[config.mk]
export PLATFORM = sky130hd
export DESIGN_NAME = gpe_div
export DESIGN_NICKNAME = d
export VERILOG_FILES = /design/src/rtl/gpe_pkg.sv /design/src/rtl/gpe_div.sv
export SDC_FILE = /design/constraint.sdc
export NUM_CORES = 2
export LEC_CHECK = 0
export BUFFER_PORTS_ARGS = -buffer_cell sky130_fd_sc_hd__buf_2
export CAP_MARGIN = 20
export CORE_ASPECT_RATIO = 1.4
export CORE_MARGIN = 1
export CORE_UTILIZATION = 30
export DETAILED_ROUTE_END_ITERATION = 6
export HOLD_SLACK_MARGIN = 0.08
export PLACE_DENSITY = 0.48
export SLEW_MARGIN = 20
export SYNTH_ARGS = -nofsm -noshare
export SYNTH_HDL_FRONTEND = slang
export SYNTH_SLANG_ARGS = --single-unit
[constraint.sdc]
create_clock -name clk -period 8.94 [get_ports clk]
set_input_delay 1.341 -clock clk [delete_from_list [all_inputs] [get_ports clk]]
set_output_delay 1.341 -clock clk [all_outputs]
set_load 0.01 [all_outputs]
[src/rtl/gpe_pkg.sv]
`timescale 1ns / 1ps
// ----------------------------------------------------------------------------
// gpe_pkg
// Constants, register codes and the exponential table of the gaussian core.
// ----------------------------------------------------------------------------
package gpe_pkg;

	localparam int FRAC_BITS       = 16;
	localparam int EXP_DEPTH_LOG2  = 8;
	localparam int EXP_DEPTH       = 1 << EXP_DEPTH_LOG2;
	localparam int EXP_RANGE_LOG2  = 5;
	localparam int RATIO_LOG2      = 3;
	localparam int T_W             = FRAC_BITS + EXP_RANGE_LOG2;
	localparam int TIDX            = T_W - EXP_DEPTH_LOG2;
	localparam int Q_W             = FRAC_BITS + RATIO_LOG2;
	localparam int SQ_W            = 2 * Q_W;
	localparam int E_W             = 31;
	localparam int TAYLOR_TERMS    = 24;

	localparam int CFG_IDX_W = 2;
	localparam logic [CFG_IDX_W-1:0] REG_AMPLITUDE = 2'd0;
	localparam logic [CFG_IDX_W-1:0] REG_CENTER    = 2'd1;
	localparam logic [CFG_IDX_W-1:0] REG_WIDTH     = 2'd2;

	localparam logic [31:0] AMPLITUDE_RST = 32'(1) << FRAC_BITS;
	localparam logic [31:0] CENTER_RST    = 32'd0;
	localparam logic [30:0] WIDTH_RST     = 31'(1) << FRAC_BITS;

	typedef logic [E_W-1:0] exp_tab_t [0:EXP_DEPTH];

	function automatic exp_tab_t build_exp_table();
		exp_tab_t    tab;
		logic [63:0] delta;
		logic [63:0] term;
		logic [63:0] m;
		longint      sum;
		delta = ((64'(1 << EXP_RANGE_LOG2) << 30) + 64'(EXP_DEPTH / 2)) / 64'(EXP_DEPTH);
		term  = 64'(1) << 30;
		sum   = longint'(64'(1) << 30);
		for (int n = 1; n <= TAYLOR_TERMS; n++) begin
			term = ((term * delta) >> 30) / 64'(n);
			if (n % 2 == 1) begin
				sum = sum - longint'(term);
			end else begin
				sum = sum + longint'(term);
			end
		end
		m = (sum > 0) ? 64'(sum) : 64'd0;
		term = 64'(1) << 30;
		tab[0] = E_W'(term);
		for (int j = 1; j <= EXP_DEPTH; j++) begin
			term = (term * m + (64'(1) << 29)) >> 30;
			tab[j] = E_W'(term);
		end
		return tab;
	endfunction

	localparam exp_tab_t EXP_TAB = build_exp_table();

endpackage

[src/rtl/gpe_div.sv]
`timescale 1ns / 1ps
// ----------------------------------------------------------------------------
// gpe_div
// Pipelined restoring divider, one quotient bit per stage: r = (d << F) / s.
// ----------------------------------------------------------------------------
module gpe_div (
	input  logic                    clk,
	input  logic                    arst_n,
	input  logic                    adv,
	input  logic                    in_v,
	input  logic [32:0]             d,
	input  logic                    in_uf,
	input  logic                    in_last,
	input  logic [30:0]             divisor,
	output logic                    out_v,
	output logic [gpe_pkg::Q_W-1:0] quot,
	output logic                    out_uf,
	output logic                    out_last
);
	import gpe_pkg::*;

	logic [30:0]    rem_s  [0:Q_W];
	logic [Q_W-1:0] lo_s   [0:Q_W];
	logic [Q_W-1:0] q_s    [0:Q_W];
	logic           v_s    [0:Q_W];
	logic           uf_s   [0:Q_W];
	logic           last_s [0:Q_W];

	logic [FRAC_BITS+33-1:0] dn;

	assign dn = {d, {FRAC_BITS{1'b0}}};

	assign rem_s[0]  = 31'(dn >> Q_W);
	assign lo_s[0]   = dn[Q_W-1:0];
	assign q_s[0]    = '0;
	assign v_s[0]    = in_v;
	assign uf_s[0]   = in_uf;
	assign last_s[0] = in_last;

	for (genvar k = 0; k < Q_W; k++) begin : g_stage
		logic [31:0] tr;
		logic        ge;

		assign tr = {rem_s[k], lo_s[k][Q_W-1]};
		assign ge = tr >= {1'b0, divisor};

		always_ff @(posedge clk or negedge arst_n) begin
			if (!arst_n) begin
				v_s[k+1] <= 1'b0;
			end else if (adv) begin
				v_s[k+1] <= v_s[k];
			end
		end

		always_ff @(posedge clk) begin
			if (adv) begin
				rem_s[k+1]  <= ge ? 31'(tr - {1'b0, divisor}) : tr[30:0];
				lo_s[k+1]   <= lo_s[k] << 1;
				q_s[k+1]    <= {q_s[k][Q_W-2:0], ge};
				uf_s[k+1]   <= uf_s[k];
				last_s[k+1] <= last_s[k];
			end
		end
	end

	assign out_v    = v_s[Q_W];
	assign quot     = q_s[Q_W];
	assign out_uf   = uf_s[Q_W];
	assign out_last = last_s[Q_W];
endmodule

==> run summary <==
outcome -> completed
PD cells -> 381 mW/mm2
vias in the first global route -> 43100
drt first pass iters -> 5
syn avg cell area -> 10.3 um2
full die area -> 0.195 mm2
flops & latches, synth -> 808
placement row count -> 190
syn nets -> 6306
Leak -> 25.8 nW
period utilization -> 63.3%
Synth top area share -> 40.8%
Die X -> 374 um
Power Total -> 0.0247 W
Seq pwr share -> 30.2%
crit-path max cell delay -> 0.77 ns
Synth area leader -> edfxtp_1
worst setup path category -> in -> reg
Reg clk slew, reported paths -> 0.06 ns
Most common cell on crit path -> buf_4
vias post-DR -> 43300
total clock sinks -> 808
Worst slew margin -> 24.4%
first-pass GRT wire length -> 250 mm
Max Cap Viol -> 0
DP Wirelength -> 120 mm
most common flop cell mapped by yosys -> edfxtp_1
CP Launch Type -> input port
Post-Syn Area -> 0.0581 mm2
worst skew pair latency -> 0.76 ns
Core ar. -> 0.192 mm2
Max FO, Critical Path -> 40
Setup Total Neg Slack -> 0 ns
Sw Share -> 40.2%
CTS tree -> yes
CTS buffer count -> 98
sequential cell area fraction in the yosys report -> 41.6%
DRC Markers -> 0
synthesized instance count -> 5630
fraction of registers with async set/reset -> 2.35%
H-tree depth -> 3
synth unique cells -> 95
share of cells above drive strength 1 -> 10.7%
cts hold-fix bufs -> 0
CP cell instances -> buf_2 > buf_4 > inv_2 > fa_1 > a21o_1 > a21oi_2 > o21ai_1 > a2111oi_2 > nor2_1 > a22oi_2 > nand2b_1 > or3_1 > a31oi_4 > buf_4 > mux2_2
Slowest cell on crit path -> a31oi_4
Ports -> 92
gp weighted congestion -> 0.867
Hold Crit Class -> reg -> reg
P_sw -> 0.00994 W
Area growth, synth to finish -> 11.7%
Area contributors post-synth -> edfxtp_1 (41%), ha_1 (13%), a21oi_1 (5.3%)
RSZ-0062 raised after global routing -> no
final setup vio count -> 0
crit path DAT -> 6.15 ns
Post-synth EDFFs -> 789
Nets -> 6414
cell-internal power -> 0.0148 W
Final min period -> 5.66 ns
Fin Clk Skew -> 0.0521 ns
Die Y -> 523 um
worst vdd ir -> 0.151 mV
share of total power in the clock network -> 17.0%
worst slew pin tran -> 1.13 ns
Starting Density -> 30.3%
Synthesis Warnings -> 0
Final Slew Violations -> 0
Max Root-Sink Buffers -> 3
root buf cell -> clkbuf_16
Placed Instances -> 8134
Worst path top cell family by delay -> compound AO/OA/AOI/OAI gates
post-cts resize count -> 0
Final Hold Fails -> 0
post-CTS setup buffers -> 0
fin cells -> 8315
CP required -> 9.43 ns
initial antenna violation count -> 7
Vias/cell -> 5.21
grt ovf -> 0
per-cell routed wire length -> 19.6 um
Gate power share -> 52.8%
Critical path buffers and inverters -> 4
largest net degree at the start of global routing -> 182
WL final -> 163 mm
gr usage total -> 16.4%
Post-DRT Antenna Nets -> 0
CP endpoint kind -> flop
Port Buf Inserts -> 91
Iteration-0 DRC Markers -> 2429
fmax -> 0.177 GHz
[per-layer routing]
metal  track usage (%)  wire length, um
met5                 0                0
met4              6.88             6410
met3              1.77             4720
met2              31.0            85800
met1              18.4            65800
[cells in the mapped netlist, types with 12 or more instances]
cell type,count
nor4_1,15
or2_2,12
xnor2_1,288
edfxtp_1,789
or3_1,23
nor3_1,71
buf_4,29
o31ai_1,26
ha_1,588
mux2_2,238
nand4_1,94
nor2_1,413
a31oi_1,60
clkbuf_1,80
nand2_1,372
a21oi_1,612
nor2b_1,84
o211ai_1,28
o31a_1,15
fa_1,18
o21bai_1,70
o21a_1,74
a21boi_0,19
buf_2,38
and3_1,54
a211oi_1,42
nand2b_1,69
dfrtp_1,19
inv_1,151
and2_1,22
and4_1,17
xor2_1,179
a21o_1,323
o21ai_0,377
a31o_2,14
o21ai_1,30
nand3_1,93
[sequential cells by signal, summed over array words and instances (netlist names), 18 cells and up]
name / cells
g_stage.tr: 560
last_s: 18
q_s: 171
quot: 19
uf_s: 18
v_s: 18
[power groups by stage]
stage / Combinational, W / Clock, W / Sequential (W)
global route: 0.0146 / 0.00449 / 0.00759
floorplan: 0.0105 / 0 / 0.00694
CTS: 0.0131 / 0.00437 / 0.00750
detailed placement: 0.0130 / 0 / 0.00757
global placement: 0.0129 / 0 / 0.00760
finish: 0.0131 / 0.00420 / 0.00746
[layout make-up]
| type | count | area (um2) |
|---|---|---|
| Timing Repair Buffer | 161 | 1030 |
| Inverter | 152 | 571 |
| Sequential cell | 808 | 24200 |
| Tap cell | 2496 | 3120 |
| Multi-Input combinational cell | 4517 | 32700 |
| Clock inverter | 55 | 634 |
| Fill cell | 19400 | 127000 |
| Clock buffer | 124 | 2680 |
| Antenna cell | 2 | 5.00 |
[placed cells by master (no fill, tap or decap), types with 179 or more instances in the layout]
master	netlist	layout
a21o_1	323	323
edfxtp_1	789	789
nor2_1	413	412
mux2_2	238	238
nand2_1	372	370
o21ai_0	377	377
ha_1	588	588
xnor2_1	288	288
xor2_1	179	179
a21oi_1	612	612
[worst register-to-register path, stage by stage (launching register included)]
cell	delay, ns
edfxtp_1	0.43
fa_1	0.44
a21o_1	0.21
a21oi_2	0.18
o21ai_1	0.12
a2111oi_2	0.47
nor2_1	0.17
a22oi_2	0.31
nand2b_1	0.13
or3_1	0.38
a31oi_4	0.77
buf_4	0.38
mux2_2	0.36
[logic make-up (layout without fill, tap and decap cells)]
group | after synthesis | in the layout | synth area share (%)
multiplexers | 249 | 249 | 4.82
adder cells (fa/ha/maj) | 606 | 606 | 13.3
AND/OR/NAND/NOR | 1372 | 1372 | 11.3
AO/OA/AOI/OAI | 1823 | 1823 | 19.7
XOR/XNOR | 467 | 467 | 7.05
other | 0 | 2 | 0
flip-flops | 808 | 808 | 41.6
buffers and inverters | 305 | 492 | 2.27
[worst paths after layout]
path	slack (ns)	endpoint	cells past startpoint	start
worst max-delay path	3.28	g_stage[17].tr[2]	15	divisor[0]
worst min-delay path	0.39	q_s[118]	0	q_s[136]
worst max register to register	4.36	g_stage[17].tr[2]	12	g_stage[16].tr[1]
worst min register to register	0.39	q_s[118]	0	q_s[136]
max in group asynchronous	8.09	v_s[11]	1	arst_n
min in group asynchronous	0.55	v_s[2]	1	arst_n
[through the flow]
stage               area [um2]  hold slack (ns)  setup slack [ns]  utilization, %
finish                   64900            0.386              3.28            33.8
CTS                      64900            0.371              3.29            33.8
floorplan                58100            0.400              3.82               -
global placement         61500            0.401              2.57            32.1
detailed placement       61500            0.405              2.50            32.1
global route             64900            0.397              2.89            33.8
Note: power is estimated with default switching activity, not from simulation.
